### src/hdl/rau_pkg.sv
package rau_pkg;

  localparam int OPERAND_WIDTH = 16;
  localparam int MAG_W         = OPERAND_WIDTH + 1;
  localparam int PROD_W        = 2 * OPERAND_WIDTH;
  localparam int NUM_W         = 33;
  localparam int DEN_W         = 32;
  localparam int IN_DATA_W     = 72;
  localparam int OUT_DATA_W    = 72;
  localparam int CNT_W         = $clog2(MAG_W + 1);

  localparam logic [2:0] OP_ADD    = 3'd0;
  localparam logic [2:0] OP_SUB    = 3'd1;
  localparam logic [2:0] OP_MUL    = 3'd2;
  localparam logic [2:0] OP_DIV    = 3'd3;
  localparam logic [2:0] OP_REDUCE = 3'd4;

  typedef enum logic [3:0] {
    CMD_NONE,
    CMD_LOAD,
    CMD_MUL0,
    CMD_MUL1,
    CMD_MUL2,
    CMD_MUL3,
    CMD_DIV_GCD,
    CMD_DIV_NUM,
    CMD_DIV_DEN,
    CMD_DIV_STEP,
    CMD_GCD_NEXT,
    CMD_SET_NUM,
    CMD_SET_DEN,
    CMD_EMIT
  } cmd_t;

  typedef struct packed {
    logic quick;
    logic reduce;
    logic addsub;
    logic y_zero;
    logic div_last;
    logic out_free;
  } status_t;

  typedef enum logic [3:0] {
    ST_IDLE,
    ST_DISPATCH,
    ST_MUL0,
    ST_MUL1,
    ST_MUL2,
    ST_MUL3,
    ST_GCD,
    ST_GDIV,
    ST_GNEXT,
    ST_NDIV,
    ST_NSET,
    ST_DDIV,
    ST_DSET,
    ST_FINISH
  } state_t;

endpackage

### src/hdl/rau_datapath.sv
module rau_datapath (
  input  logic                              clk,
  input  logic                              rst,
  input  rau_pkg::cmd_t                     cmd,
  output rau_pkg::status_t                  status,
  input  logic [rau_pkg::IN_DATA_W-1:0]     in_data,
  output logic [rau_pkg::OUT_DATA_W-1:0]    out_data,
  output logic                              out_valid,
  input  logic                              out_ready
);

  localparam int W = rau_pkg::OPERAND_WIDTH;
  localparam int M = rau_pkg::MAG_W;

  logic [2:0]          in_op;
  logic signed [W-1:0] in_a, in_b, in_c, in_d;
  logic                in_err, in_zero_red;

  logic [2:0]          op;
  logic signed [W-1:0] a, b, c, d;
  logic                sign;
  logic                quick;
  logic [M-1:0]        ma, mb, x, y, dvs, rem, quo;
  logic [rau_pkg::CNT_W-1:0] cnt;
  logic signed [rau_pkg::PROD_W-1:0] prod;
  logic signed [rau_pkg::NUM_W-1:0]  num;
  logic signed [rau_pkg::DEN_W-1:0]  den;
  logic                err;

  logic signed [W-1:0] mul_l, mul_r;
  logic signed [rau_pkg::PROD_W-1:0] mul_p;
  logic [M-1:0]        shifted;
  logic [M:0]          trial;
  logic [rau_pkg::NUM_W-1:0] quo_ext;

  assign in_op = in_data[2:0];
  assign in_a  = in_data[3 +: W];
  assign in_b  = in_data[19 +: W];
  assign in_c  = in_data[35 +: W];
  assign in_d  = in_data[51 +: W];

  assign in_err = (in_op > rau_pkg::OP_REDUCE) || (in_b == '0) ||
                  ((in_op != rau_pkg::OP_REDUCE) && (in_d == '0)) ||
                  ((in_op == rau_pkg::OP_DIV) && (in_c == '0));
  assign in_zero_red = (in_op == rau_pkg::OP_REDUCE) && (in_a == '0);

  function automatic logic [rau_pkg::MAG_W-1:0] mag(input logic signed [W-1:0] v);
    logic [rau_pkg::MAG_W-1:0] e;
    e = {v[W-1], v};
    return v[W-1] ? (~e + 1'b1) : e;
  endfunction

  // shared multiplier operand select
  always_comb begin
    mul_l = a;
    mul_r = d;
    unique case (cmd)
      rau_pkg::CMD_MUL0: begin
        mul_l = a;
        mul_r = (op == rau_pkg::OP_MUL) ? c : d;
      end
      rau_pkg::CMD_MUL1: begin
        mul_l = b;
        mul_r = (op == rau_pkg::OP_MUL) ? d : c;
      end
      default: begin
        mul_l = b;
        mul_r = d;
      end
    endcase
  end
  assign mul_p = mul_l * mul_r;

  assign shifted = {rem[M-2:0], quo[M-1]};
  assign trial   = {1'b0, shifted} - {1'b0, dvs};
  assign quo_ext = {{(rau_pkg::NUM_W-M){1'b0}}, quo};

  always_ff @(posedge clk) begin
    unique case (cmd)
      rau_pkg::CMD_LOAD: begin
        op    <= in_op;
        a     <= in_a;
        b     <= in_b;
        c     <= in_c;
        d     <= in_d;
        ma    <= mag(in_a);
        mb    <= mag(in_b);
        x     <= mag(in_a);
        y     <= mag(in_b);
        sign  <= in_a[W-1] ^ in_b[W-1];
        num   <= '0;
        den   <= rau_pkg::DEN_W'(1);
        err   <= in_err;
        quick <= in_err || in_zero_red;
      end
      rau_pkg::CMD_MUL0: prod <= mul_p;
      rau_pkg::CMD_MUL1: begin
        num  <= rau_pkg::NUM_W'(prod);
        prod <= mul_p;
      end
      rau_pkg::CMD_MUL2: begin
        if (op == rau_pkg::OP_ADD) begin
          num <= num + rau_pkg::NUM_W'(prod);
        end else if (op == rau_pkg::OP_SUB) begin
          num <= num - rau_pkg::NUM_W'(prod);
        end else begin
          den <= rau_pkg::DEN_W'(prod);
        end
        prod <= mul_p;
      end
      rau_pkg::CMD_MUL3: den <= rau_pkg::DEN_W'(prod);
      rau_pkg::CMD_DIV_GCD: begin
        quo <= x;
        dvs <= y;
        rem <= '0;
        cnt <= rau_pkg::CNT_W'(M);
      end
      rau_pkg::CMD_DIV_NUM: begin
        quo <= ma;
        dvs <= x;
        rem <= '0;
        cnt <= rau_pkg::CNT_W'(M);
      end
      rau_pkg::CMD_DIV_DEN: begin
        quo <= mb;
        dvs <= x;
        rem <= '0;
        cnt <= rau_pkg::CNT_W'(M);
      end
      rau_pkg::CMD_DIV_STEP: begin
        // restoring division, one quotient bit per beat of the loop
        if (!trial[M]) begin
          rem <= trial[M-1:0];
          quo <= {quo[M-2:0], 1'b1};
        end else begin
          rem <= shifted;
          quo <= {quo[M-2:0], 1'b0};
        end
        cnt <= cnt - 1'b1;
      end
      rau_pkg::CMD_GCD_NEXT: begin
        x <= y;
        y <= rem;
      end
      rau_pkg::CMD_SET_NUM: num <= sign ? (~quo_ext + 1'b1) : quo_ext;
      rau_pkg::CMD_SET_DEN: den <= rau_pkg::DEN_W'(quo);
      default: ;
    endcase
  end

  always_ff @(posedge clk) begin
    if (rst) begin
      out_valid <= 1'b0;
    end else if (cmd == rau_pkg::CMD_EMIT) begin
      out_valid <= 1'b1;
    end else if (out_ready) begin
      out_valid <= 1'b0;
    end
  end

  always_ff @(posedge clk) begin
    if (cmd == rau_pkg::CMD_EMIT) begin
      out_data <= {6'b0, err, den, num};
    end
  end

  always_comb begin
    status.quick    = quick;
    status.reduce   = (op == rau_pkg::OP_REDUCE);
    status.addsub   = (op == rau_pkg::OP_ADD) || (op == rau_pkg::OP_SUB);
    status.y_zero   = (y == '0);
    status.div_last = (cnt == rau_pkg::CNT_W'(1));
    status.out_free = !out_valid || out_ready;
  end

endmodule

### src/hdl/rau_controller.sv
module rau_controller (
  input  logic             clk,
  input  logic             rst,
  input  logic             in_valid,
  output logic             in_ready,
  input  rau_pkg::status_t status,
  output rau_pkg::cmd_t    cmd
);

  rau_pkg::state_t state, state_next;

  always_ff @(posedge clk) begin
    if (rst) begin
      state <= rau_pkg::ST_IDLE;
    end else begin
      state <= state_next;
    end
  end

  always_comb begin
    state_next = state;
    cmd        = rau_pkg::CMD_NONE;
    in_ready   = 1'b0;
    unique case (state)
      rau_pkg::ST_IDLE: begin
        // no beat is taken while reset is held
        in_ready = !rst;
        if (in_valid && !rst) begin
          cmd        = rau_pkg::CMD_LOAD;
          state_next = rau_pkg::ST_DISPATCH;
        end
      end
      rau_pkg::ST_DISPATCH: begin
        if (status.quick) begin
          state_next = rau_pkg::ST_FINISH;
        end else if (status.reduce) begin
          state_next = rau_pkg::ST_GCD;
        end else begin
          state_next = rau_pkg::ST_MUL0;
        end
      end
      rau_pkg::ST_MUL0: begin
        cmd        = rau_pkg::CMD_MUL0;
        state_next = rau_pkg::ST_MUL1;
      end
      rau_pkg::ST_MUL1: begin
        cmd        = rau_pkg::CMD_MUL1;
        state_next = rau_pkg::ST_MUL2;
      end
      rau_pkg::ST_MUL2: begin
        cmd        = rau_pkg::CMD_MUL2;
        state_next = status.addsub ? rau_pkg::ST_MUL3 : rau_pkg::ST_FINISH;
      end
      rau_pkg::ST_MUL3: begin
        cmd        = rau_pkg::CMD_MUL3;
        state_next = rau_pkg::ST_FINISH;
      end
      rau_pkg::ST_GCD: begin
        if (status.y_zero) begin
          cmd        = rau_pkg::CMD_DIV_NUM;
          state_next = rau_pkg::ST_NDIV;
        end else begin
          cmd        = rau_pkg::CMD_DIV_GCD;
          state_next = rau_pkg::ST_GDIV;
        end
      end
      rau_pkg::ST_GDIV: begin
        cmd = rau_pkg::CMD_DIV_STEP;
        if (status.div_last) state_next = rau_pkg::ST_GNEXT;
      end
      rau_pkg::ST_GNEXT: begin
        cmd        = rau_pkg::CMD_GCD_NEXT;
        state_next = rau_pkg::ST_GCD;
      end
      rau_pkg::ST_NDIV: begin
        cmd = rau_pkg::CMD_DIV_STEP;
        if (status.div_last) state_next = rau_pkg::ST_NSET;
      end
      rau_pkg::ST_NSET: begin
        cmd        = rau_pkg::CMD_SET_NUM;
        state_next = rau_pkg::ST_DSET;
      end
      rau_pkg::ST_DSET: begin
        // gcd is still in x, start the denominator divide
        cmd        = rau_pkg::CMD_DIV_DEN;
        state_next = rau_pkg::ST_DDIV;
      end
      rau_pkg::ST_DDIV: begin
        cmd = rau_pkg::CMD_DIV_STEP;
        if (status.div_last) state_next = rau_pkg::ST_FINISH;
      end
      rau_pkg::ST_FINISH: begin
        if (status.out_free) begin
          if (status.reduce && !status.quick) begin
            cmd = rau_pkg::CMD_SET_DEN;
            state_next = rau_pkg::ST_MUL3;
          end else begin
            cmd = rau_pkg::CMD_EMIT;
            state_next = rau_pkg::ST_IDLE;
          end
        end
      end
      default: state_next = rau_pkg::ST_IDLE;
    endcase
    // after the denominator is set, ST_MUL3 is not wanted for reduce
    if (state == rau_pkg::ST_MUL3 && status.reduce) begin
      cmd        = rau_pkg::CMD_EMIT;
      state_next = status.out_free ? rau_pkg::ST_IDLE : rau_pkg::ST_MUL3;
      if (!status.out_free) cmd = rau_pkg::CMD_NONE;
    end
  end

endmodule

### src/hdl/rational_arithmetic_unit_top.sv
// Rational arithmetic unit: add, subtract, multiply, divide, reduce.
// Add/sub step through multiplier states MUL0..MUL3, mul/div MUL0..MUL2, and an error or
// zero-numerator reduce skips them; shared 16x16 multiplier used once per product.
// Reduce: a serial divide per Euclid remainder step, then numerator/denominator divides.
// One item in flight; next beat accepted the cycle after the result is registered.
// Reset: synchronous active-high rst clears the controller and output valid.
module rational_arithmetic_unit_top (
  input  logic        clk,
  input  logic        rst,
  input  logic        s_tvalid,
  output logic        s_tready,
  // opcode[2:0], first_numerator, first_denominator, second_numerator,
  // second_denominator (16 each), zero pad
  input  logic [71:0] s_tdata,
  output logic        m_tvalid,
  input  logic        m_tready,
  // result_numerator[32:0], result_denominator[64:33], error_flag[65], zero pad
  output logic [71:0] m_tdata
);

  rau_pkg::cmd_t    cmd;
  rau_pkg::status_t status;

  rau_controller u_ctrl (
    .clk      (clk),
    .rst      (rst),
    .in_valid (s_tvalid),
    .in_ready (s_tready),
    .status   (status),
    .cmd      (cmd)
  );

  rau_datapath u_dp (
    .clk       (clk),
    .rst       (rst),
    .cmd       (cmd),
    .status    (status),
    .in_data   (s_tdata),
    .out_data  (m_tdata),
    .out_valid (m_tvalid),
    .out_ready (m_tready)
  );

endmodule

### config.mk
export PLATFORM = sky130hd
export DESIGN_NAME = rational_arithmetic_unit_top
export DESIGN_NICKNAME = d
export VERILOG_FILES = /design/src/hdl/rau_pkg.sv /design/src/hdl/rau_datapath.sv /design/src/hdl/rau_controller.sv /design/src/hdl/rational_arithmetic_unit_top.sv
export SDC_FILE = /design/constraint.sdc
export NUM_CORES = 1
export LEC_CHECK = 0
export ABC_AREA = 1
export BUFFER_PORTS_ARGS = -buffer_cell sky130_fd_sc_hd__buf_2
export CORE_MARGIN = 8
export CORE_UTILIZATION = 42
export DETAILED_ROUTE_END_ITERATION = 10
export GPL_TIMING_DRIVEN = 1
export HOLD_SLACK_MARGIN = 0.12
export SYNTH_ARGS = -nofsm -noshare
export SYNTH_HDL_FRONTEND = slang
export SYNTH_SLANG_ARGS = --single-unit
### constraint.sdc
create_clock -name clk -period 8.15 [get_ports clk]
set_clock_uncertainty 0.05 [all_clocks]
set_input_delay 2.0375 -clock clk [delete_from_list [all_inputs] [get_ports clk]]
set_output_delay 2.0375 -clock clk [all_outputs]
set_load 0.02 [all_outputs]
Word level (Yosys, flattened, before mapping)
Index checks and enable logic that the tools add are counted.
{"block": "word_totals", "ff_bits": 362, "inputBits": 76}
{"block": "classes", "addsub": 7, "mul": 1, "n_lt_le_gt_ge": 1, "n_eq_ne": 41, "mux": 44, "bitwise_logic": 4, "n_reduce_logical": 36}
{"operator": "case mux 17 bit (2 select lines)", "n": 4}
{"operator": "case mux 33 bit (4 select lines)", "n": 1}
{"operator": "case mux 32 bit (4 select lines)", "n": 1}
{"operator": "2-to-1 mux 33 bit", "n": 3}
{"operator": "case mux 17 bit (4 select lines)", "n": 1}
{"operator": "logical NOT 16 bit", "n": 4}
{"operator": "2-to-1 mux 32 bit", "n": 2}
{"operator": "case mux 4 bit (14 select lines)", "n": 1}
{"operator": "2-to-1 mux 17 bit", "n": 3}
{"operator": "== test 4 bit, second input constant", "n": 12}
{"operator": "2-to-1 mux 16 bit", "n": 3}
{"operator": "2-to-1 mux 4 bit", "n": 12}
{"operator": "case mux 4 bit (11 select lines)", "n": 1}
{"operator": "adder 17 x 1 -> 17 bit, second input constant", "n": 2}
{"operator": "inverter 17 bit", "n": 2}
{"operator": "adder 33 x 1 -> 33 bit, second input constant", "n": 1}
{"operator": "adder 33 x 32 -> 33 bit", "n": 1}
{"operator": "inverter 17 -> 33 bit", "n": 1}
{"operator": "subtractor 33 x 32 -> 33 bit", "n": 1}
{"operator": "== test 4 x 3 -> 1 bit, second input constant", "n": 8}
{"operator": "multiplier 16 x 16 -> 32 bit", "n": 1}
{"operator": "case mux 16 bit (2 select lines)", "n": 1}
{"operator": "subtractor 17 x 17 -> 18 bit", "n": 1}
{"operator": "logical NOT 17 bit", "n": 1}
{"operator": "other kinds (28)", "n": 66}

Depth between registers and ports, before layout
Gate-level depths: netlist of run 1.
{"block": "depth", "word_depth": 9, "mapped_depth": 35, "ltp_nobuf": 33}

Cells and area by module
A second synthesis of run 1 with hierarchy kept.
{"block": "hier_totals", "cells_unflattened": 3355, "area_unflattened_um2": 29381.9}
{"mod": "rau_datapath", "n_inst": 1, "cells_per_inst": 3224, "area_per_inst_um2": 28753.8}
{"mod": "rau_controller", "n_inst": 1, "cells_per_inst": 131, "area_per_inst_um2": 628.1}

Worst setup path after synthesis of run 1
No wires, ideal clock.
{"block": "synth_path", "path_kind": "reg2reg", "from": "register u_dp.op[1]", "to": "register u_dp.prod[31] (netlist bit), data pin", "setup_ns": 0.252, "arrival_time_ns": 6.464, "setup_slack_ns": 1.383, "path_stages_with_launch": 29, "path_buffers": 2, "synth_period_minus_slack_ns": 6.767, "path_cell_list": "edfxtp_1 -> inv_1 -> nor2_1 -> nand2_1 -> buf_2 -> clkbuf_1 -> nand2_1 -> o211ai_1 -> nand3_2 -> nor2_1 -> fa_1 -> inv_1 -> fa_1 -> inv_1 -> fa_1 -> fa_1 -> inv_1 -> fa_1 -> fa_1 -> inv_1 -> ha_1 -> inv_1 -> nor3_1 -> nand2_1 -> or2_2 -> nand3_1 -> inv_1 -> nand2_1 -> nand2_1"}
{"block": "synth_between", "elab_chain_len": 9}
{"item": "start, declared", "line_no": "rau_datapath.sv:19", "rtl": "logic [2:0] op;"}
{"item": "start signal, assigned", "line_no": "rau_datapath.sv:81", "rtl": "op <= in_op;"}
{"item": "== test 3 bit", "line_no": "rau_datapath.sv:169", "rtl": "status.reduce = (op == rau_pkg::OP_REDUCE);"}
{"item": "logical AND 1 bit", "line_no": "rau_controller.sv:94", "rtl": "if (status.reduce && !status.quick) begin"}
{"item": "2-to-1 mux 1 bit", "line_no": "rau_controller.sv:94"}
{"item": "2-to-1 mux 4 bit", "line_no": "rau_controller.sv:93", "rtl": "if (status.out_free) begin"}
{"item": "case mux 4 bit (11 select lines)", "line_no": "rau_controller.sv:24", "rtl": "unique case (state)"}
{"item": "2-to-1 mux 4 bit", "line_no": "rau_controller.sv:106", "rtl": "if (state == rau_pkg::ST_MUL3 && status.reduce) begin"}
{"item": "== test 4 x 2 -> 1 bit", "line_no": "rau_datapath.sv:57", "rtl": "unique case (cmd)"}
{"item": "case mux 16 bit (2 select lines) or 2-to-1 mux 16 bit (tied branches)", "line_no": "rau_datapath.sv:57"}
{"item": "multiplier 16 x 16 -> 32 bit *", "line_no": "rau_datapath.sv:72", "rtl": "assign mul_p = mul_l * mul_r;"}
{"item": "via u_dp.mul_p (one bit)", "line_no": "rau_datapath.sv:31", "rtl": "logic signed [rau_pkg::PROD_W-1:0] mul_p;"}
{"item": "end signal, assigned", "line_no": "rau_datapath.sv:96", "rtl": "rau_pkg::CMD_MUL0: prod <= mul_p;"}
{"item": "end signal, assigned", "line_no": "rau_datapath.sv:99", "rtl": "prod <= mul_p;"}
{"item": "end signal, assigned", "line_no": "rau_datapath.sv:109", "rtl": "prod <= mul_p;"}
{"item": "end, declared", "line_no": "rau_datapath.sv:25", "rtl": "logic signed [rau_pkg::PROD_W-1:0] prod;"}
Mark *: on every way through the listed nets, which the timed path passes. The rest lies on a longest branch.
A chain may end at the register's enable or synchronous reset.

Final worst setup path of run 1
{"block": "layout_path", "from": "register u_ctrl.state[1]", "to": "register u_dp.prod[31] (netlist bit), data pin"}
{"block": "layout_between", "elab_chain_len": 7}
{"item": "start, declared", "line_no": "rau_controller.sv:10", "rtl": "rau_pkg::state_t state, state_next;"}
{"item": "start signal, assigned", "line_no": "rau_controller.sv:14", "rtl": "state <= rau_pkg::ST_IDLE;"}
{"item": "start signal, assigned", "line_no": "rau_controller.sv:16", "rtl": "state <= state_next;"}
{"item": "== test 4 x 3 -> 1 bit or == test 4 bit (tied branches)", "line_no": "rau_controller.sv:24"}
{"item": "OR reduction 3 bit (no source line)"}
{"item": "case mux 4 bit (11 select lines)", "line_no": "rau_controller.sv:24"}
{"item": "2-to-1 mux 4 bit *", "line_no": "rau_controller.sv:106"}
{"item": "== test 4 x 2 -> 1 bit", "line_no": "rau_datapath.sv:57"}
{"item": "case mux 16 bit (2 select lines) or 2-to-1 mux 16 bit (tied branches)", "line_no": "rau_datapath.sv:57"}
{"item": "multiplier 16 x 16 -> 32 bit *", "line_no": "rau_datapath.sv:72"}
{"item": "via u_dp.mul_p (one bit)", "line_no": "rau_datapath.sv:31"}
Marked as above.

==> Flow_metrics.wiki, run 1 <==
{| class="wikitable"
! Metric !! Value
|-
| Level count of the clock H-tree || 2
|-
| PostCTS Resize Cnt || 0
|-
| Achievable Freq || around 0.13 GHz
|-
| Number of setup violations in the final report || 0
|-
| Sinks on Clock Net || 360
|-
| Routed wl met2 || 38.25 mm
|-
| Most used flip-flop cell after synthesis || sky130_fd_sc_hd__edfxtp_1
|-
| Core Area || 69910 um^2
|-
| Transition time of the tightest slew-check pin || 1099 ps
|-
| Top-Level Pins || 150
|-
| Slowest library cell on the worst path || sky130_fd_sc_hd__fa_1
|-
| Number of nets with antenna violations after routing || 0
|-
| Longest Clk Path Bufs || 3
|-
| Total via count after detailed routing || 23220
|-
| Number of storage elements in the synthesis netlist || 360
|-
| Share of the clock period used by the worst path || 92.48%
|-
| Height of the die || 281.4 um
|-
| Die area || approximately 79000 um^2
|-
| Nets || 3985
|-
| Layout Utilization || 46.93%
|-
| Violation count after the first detailed-route iteration || between 2000 and 2500
|-
| Sum of overflow across all layers after global routing || 0
|-
| Commonest cells post-synth || sky130_fd_sc_hd__nand2_1, sky130_fd_sc_hd__inv_1, sky130_fd_sc_hd__nor2_1
|-
| Number of distinct library cells after synthesis || 54
|-
| Area share of the leading cell type in the synthesized netlist || a little over a third
|-
| Max Slew Vio Count || 0
|-
| Clock tree from TritonCTS || done
|-
| Slowest cell delay on critical path || 590 ps
|-
| FFs w/ async S/R, synth || 0%
|-
| Top layer used by detailed routing || met5
|-
| Total count of hold-check failures in the final report || 0
|-
| Initial cell density of the core || 42.32%
|-
| Type of origin of the critical path || register
|-
| Worst-path fanout max || 21
|-
| Dpl ws || 655.6 ps
|-
| Metal3 WL || 5.692 mm
|-
| Slew margin rel. || 26.52%
|-
| Number of antenna violations at the first check in global routing || 5
|-
| Buf/Inv on CP || 11
|-
| Final WL || between 80 and 90 mm
|-
| Register area share after synthesis || ~36%
|-
| Global-route wire length before repair || approximately 130 mm
|-
| HPWL Detailed || 68.06 mm
|-
| Max-cap violation count || 0
|-
| Reg2reg start || u_ctrl.state[1]
|-
| Path class of the lowest-slack min-delay path || reg -> reg
|-
| Routability congestion estimate from global placement || 0.9470
|-
| Total standard cell area after synthesis || around 30000 um^2
|-
| Setup Crit Path Kind || reg -> reg
|-
| Mean instance size in the synthesized netlist || between 8 and 9 um^2
|-
| Top cells by area, synth || sky130_fd_sc_hd__edfxtp_1, sky130_fd_sc_hd__fa_1, sky130_fd_sc_hd__nand2_1
|-
| Total CTS buffers || 42
|-
| Layout cells sized above 1 || 9.075%
|-
| Average detailed-routed wire length per instance || around 19 um
|-
| Cell at the root of the clock tree || sky130_fd_sc_hd__clkbuf_16
|-
| Type of element capturing the critical path || register
|-
| Combined global-route utilization of all metal layers || 21.29%
|-
| Final-layout fill cell count || a little under 7000
|-
| Post-detailed-route via-to-cell ratio || 5.184
|-
| Number of instances in the placed design || between 4000 and 5000
|-
| Post-route setup slack || just over 600 ps
|-
| Startpoint of the tightest hold check path || u_dp.den[23]
|-
| Horizontal die dimension || 281.4 um
|-
| Number of post-CTS setup repair buffers || 0
|-
| Critical path startpoint || u_ctrl.state[1]
|-
| Number of synthesized flops with an enable pin || 355
|-
| Clock insertion delay at the later pin of the skew report || 570 ps
|-
| Cts hold-fix bufs || 0
|-
| Count of port buffers added during placement || between 100 and 150
|-
| Gate family responsible for the most delay along the worst path || adder cells
|-
| Via count of the first global-routing pass || about 23000
|-
| Largest net degree at the start of global routing || 75
|-
| Number of placement rows || 97
|-
| Remaining routing DRC violations || 0
|-
| Area Overhead vs Synth || 10.89%
|-
| Final min period || ~7500 ps
|-
| Clock transition at the register clock pins on the worst setup and hold paths after CTS || 60 ps
|-
| Data required time at the worst endpoint || 8420 ps
|-
| Gate count of the mapped netlist || 3346
|-
| Run status || finished clean
|-
| Most frequent cell after synthesis || sky130_fd_sc_hd__nand2_1
|-
| Area leader, netlist || sky130_fd_sc_hd__edfxtp_1
|-
| DRT met1 WL || 37.51 mm
|-
| Fin cells || 4479
|-
| Accumulated negative setup slack || 0 ps
|-
| First-pass DRT Iterations || 6
|-
| Warnings from Yosys || 0
|-
| Setup repair after global routing missed its margin || false
|-
| Critical path data arrival time || 7810 ps
|}
[worst register-to-register path: cells and delay by family, from the launching register on]
| kind | cells | cell delay [ps] |
|---|---|---|
| AOI/OAI and AO/OA | 4 | 750 |
| and+or+nand+nor | 8 | 1170 |
| adders and majority gates | 7 | 3550 |
| DFF | 1 | 440 |
| buffers and inverters | 11 | 1310 |
[logic make-up after synthesis]
group | after synthesis | share of synthesized area (%)
buffers and inverters | 704 | 9.303
AOI/OAI and AO/OA | 395 | 8.111
adders and majority gates | 402 | 23.70
other | 1 | 0.01267
xor gates and xnor gates | 108 | 3.197
DFF | 360 | 36.37
and+or+nand+nor | 1376 | 19.31
[worst paths after layout]
path	to	slack, ps	cells after the start
worst max-delay path	u_dp.prod[31]	610	30
worst min-delay path	u_dp.out_data[56]	370	0
worst max register to register	u_dp.prod[31]	610	30
worst min register to register	u_dp.out_data[56]	370	0
[per-layer routing]
layer	vias up	track usage (%)
met5	-	0
met4	4	5.844
met3	137	2.962
met2	792	34.42
met1	11220	29.94
li1	11070	-
[registers in the layout, summed over array words and instances (netlist names), 32 cells and up]
register,cells
u_dp.den,32
u_dp.out_data,66
u_dp.num,33
u_dp.prod,32
[metrics by stage]
| stage | hold WS, ps | instance area (um^2) |
|---|---|---|
| after floorplan | 350.3 | 29610 |
| after global placement | 352.3 | 31470 |
| after detailed placement | 355.4 | 31470 |
| after CTS | 366.9 | 32800 |
| after global routing | 375.0 | 32800 |
| final | 366.1 | 32810 |
[placed cells by master, fill, tap and decap left out, drive strengths merged, types with 9 or more instances in the layout]
master,count
xor2,82
o21ai,166
fa,264
nand2,725
o21bai,9
xnor2,26
nor2,372
a22oi,9
buf,187
o22ai,16
a21oi,119
o211ai,28
inv,623
edfxtp,355
nor4,21
nand4,34
nor3,36
a21o,15
clkinv,24
or2,16
nand3,160
clkbuf,47
ha,138
[cell type report]
type,instances,area [um^2],share of cell area [%]
Timing Repair Buffer,187,1059,3.226
Multi-Input combinational cell,2289,16120,49.12
Clock buffer,47,1091,3.325
Sequential cell,360,10760,32.80
Tap cell,940,1176,3.585
Clock inverter,27,246.5,0.7513
Inverter,627,2356,7.181
Antenna cell,2,5.005,0.01525
Power of run 1 is left out: the tool's default activity adds up to more than one toggle a clock period on the data nets, which glitch-free logic cannot reach.
==> inputs of run 2 (changes only) <==
- CAP_MARGIN: not set -> 40
- GPL_TIMING_DRIVEN: 1 -> 0
- clock period: 8.15 -> 9.15 ns (I/O delays scaled with it)
==> Flow_metrics.wiki, run 2 (synthesis gave the netlist of run 1 again) <==
{| class="wikitable"
! Metric !! Value
|-
| Run status || finished clean
|-
| Clock transition at the register clock pins on the worst setup and hold paths after CTS || 60 ps
|-
| Total count of hold-check failures in the final report || 0
|-
| Cell at the root of the clock tree || sky130_fd_sc_hd__clkbuf_16
|-
| Sinks on Clock Net || between 300 and 400
|-
| Number of antenna violations at the first check in global routing || 3
|-
| Type of origin of the critical path || register
|-
| Core Area || 69910 um^2
|-
| Flip-flop count of the largest register after layout || 66
|-
| Nets || ~4000
|-
| Final min period || 8287 ps
|-
| Type of element capturing the critical path || register
|-
| Share of the clock period used by the worst path || about nine tenths
|-
| Horizontal die dimension || 281.4 um
|-
| Worst r2r path cells || 27
|-
| Worst-path fanout max || 10
|-
| First-pass DRT Iterations || 5
|-
| Critical path data arrival time || 8570 ps
|-
| Via count of the first global-routing pass || 23000
|-
| Post-detailed-route via-to-cell ratio || 5.145
|-
| Clock insertion delay at the later pin of the skew report || 590 ps
|-
| Clock tree from TritonCTS || done
|-
| Achievable Freq || 0.1207 GHz
|-
| Most common library cell in the layout ignoring fill and taps || sky130_fd_sc_hd__nand2_1
|-
| Remaining routing DRC violations || 0
|-
| Largest net degree at the start of global routing || 64
|-
| Cell count of the worst hold path || 0
|-
| Max Slew Vio Count || 0
|-
| Initial cell density of the core || a little over two fifths
|-
| Layout cells sized above 1 || a little under a tenth
|-
| Routability congestion estimate from global placement || 0.9540
|-
| Fin cells || 4513
|-
| Final WL || about 87 mm
|-
| Busiest layer in global routing || met2
|-
| Largest registers in the final layout || u_dp.out_data x66, u_dp.num x33
|-
| Transition time of the tightest slew-check pin || 873.7 ps
|-
| Accumulated negative setup slack || 0 ps
|-
| Met1 usage || between 30% and 40%
|-
| Sum of overflow across all layers after global routing || 0
|-
| Area Overhead vs Synth || 11.48%
|-
| Level count of the clock H-tree || 2
|-
| Number of instances in the placed design || 4440
|-
| PostCTS Resize Cnt || 0
|-
| Global-route wire length before repair || 133.2 mm
|-
| Area after detailed placement || 31670 um^2
|-
| Total CTS buffers || 41
|-
| Violation count after the first detailed-route iteration || 2123
|-
| Die area || between 70000 and 80000 um^2
|-
| Data required time at the worst endpoint || 9430 ps
|-
| Combined global-route utilization of all metal layers || 21.76%
|-
| Height of the die || 281.4 um
|-
| Longest Clk Path Bufs || 3
|-
| Max-cap violation count || 0
|-
| Setup Crit Path Kind || reg -> reg
|-
| Cts hold-fix bufs || 0
|-
| Number of nets with antenna violations after routing || 0
|-
| Setup repair after global routing missed its margin || false
|-
| Post-route cell area || 32980 um^2
|-
| HPWL Detailed || 71.69 mm
|-
| Register with the most flip-flops || u_dp.out_data
|-
| Count of port buffers added during placement || 138
|-
| Slew margin rel. || 41.62%
|-
| Path class of the lowest-slack min-delay path || reg -> reg
|-
| Number of setup violations in the final report || 0
|-
| Top-Level Pins || 150
|-
| GR Layer Usage met3 || ~3.2%
|-
| Most frequent cells in the layout || sky130_fd_sc_hd__nand2_1, sky130_fd_sc_hd__inv_1, sky130_fd_sc_hd__nor2_1
|-
| Number of placement rows || between 90 and 100
|-
| Total via count after detailed routing || 23220
|-
| Number of post-CTS setup repair buffers || 0
|-
| Met2 Usage GRT || 34.45%
|-
| Average detailed-routed wire length per instance || between 15 and 20 um
|-
| Worst hold-check slack || approximately 360 ps
|}
run 2: routing by layer:
metal  up-vias  routed length (um)  share of wire [%]
li1      11130                   -                  -
met1     11080               39830                 46
met2       892               38270                 44
met3       128                6250                7.2
met4         0                2365                2.7
met5         -                   0                  0
run 2: path summary, 6_finish.rpt:
path	from	to	slack, ps
worst max-delay path	u_ctrl.state[3]	u_dp.prod[31]	860
worst min-delay path	u_dp.den[14]	u_dp.out_data[47]	360
worst max register to register	u_ctrl.state[3]	u_dp.prod[31]	860
worst min register to register	u_dp.den[14]	u_dp.out_data[47]	360
run 2: area by class of cell:
cell class                 count  area, um^2
antenna                        1       2.502
fill                        6803       36920
multi-input combinational   2289       16120
inverter                     627        2356
clock inverter                18       196.4
sequential                   360       10760
clock buffer                  54        1115
buffer                        77       399.1
timing repair buffer         147       860.8
tap                          940        1176
run 2: stage by stage:
step	util [%]	setup WS, ps
global placement	45.03	941.6
finish	47.18	862.7
floorplan	-	2383
global route	47.18	466.7
CTS	47.18	872.3
detailed placement	45.30	928.3
run 2: critical path, cell delays in order, from the launching register on:
cell and delay, ps:
sky130_fd_sc_hd__dfxtp_1 360, sky130_fd_sc_hd__nor2_2 280, sky130_fd_sc_hd__nand2_2 300, sky130_fd_sc_hd__inv_2 370, sky130_fd_sc_hd__nor2_4 130, sky130_fd_sc_hd__buf_6 190, sky130_fd_sc_hd__nand2_1 80, sky130_fd_sc_hd__nand3_2 310
sky130_fd_sc_hd__nor2_1 380, sky130_fd_sc_hd__fa_1 480, sky130_fd_sc_hd__inv_1 300, sky130_fd_sc_hd__fa_1 460, sky130_fd_sc_hd__inv_1 510, sky130_fd_sc_hd__fa_1 610, sky130_fd_sc_hd__fa_1 560, sky130_fd_sc_hd__inv_1 50
sky130_fd_sc_hd__fa_1 530, sky130_fd_sc_hd__fa_1 560, sky130_fd_sc_hd__inv_1 50, sky130_fd_sc_hd__ha_1 410, sky130_fd_sc_hd__inv_1 90, sky130_fd_sc_hd__nor3_1 280, sky130_fd_sc_hd__nand2_1 110, sky130_fd_sc_hd__or2_2 310
sky130_fd_sc_hd__nand3_1 100, sky130_fd_sc_hd__inv_1 40, sky130_fd_sc_hd__nand2_1 60, sky130_fd_sc_hd__nand2_1 50
Power of run 2 is left out for the same reason.
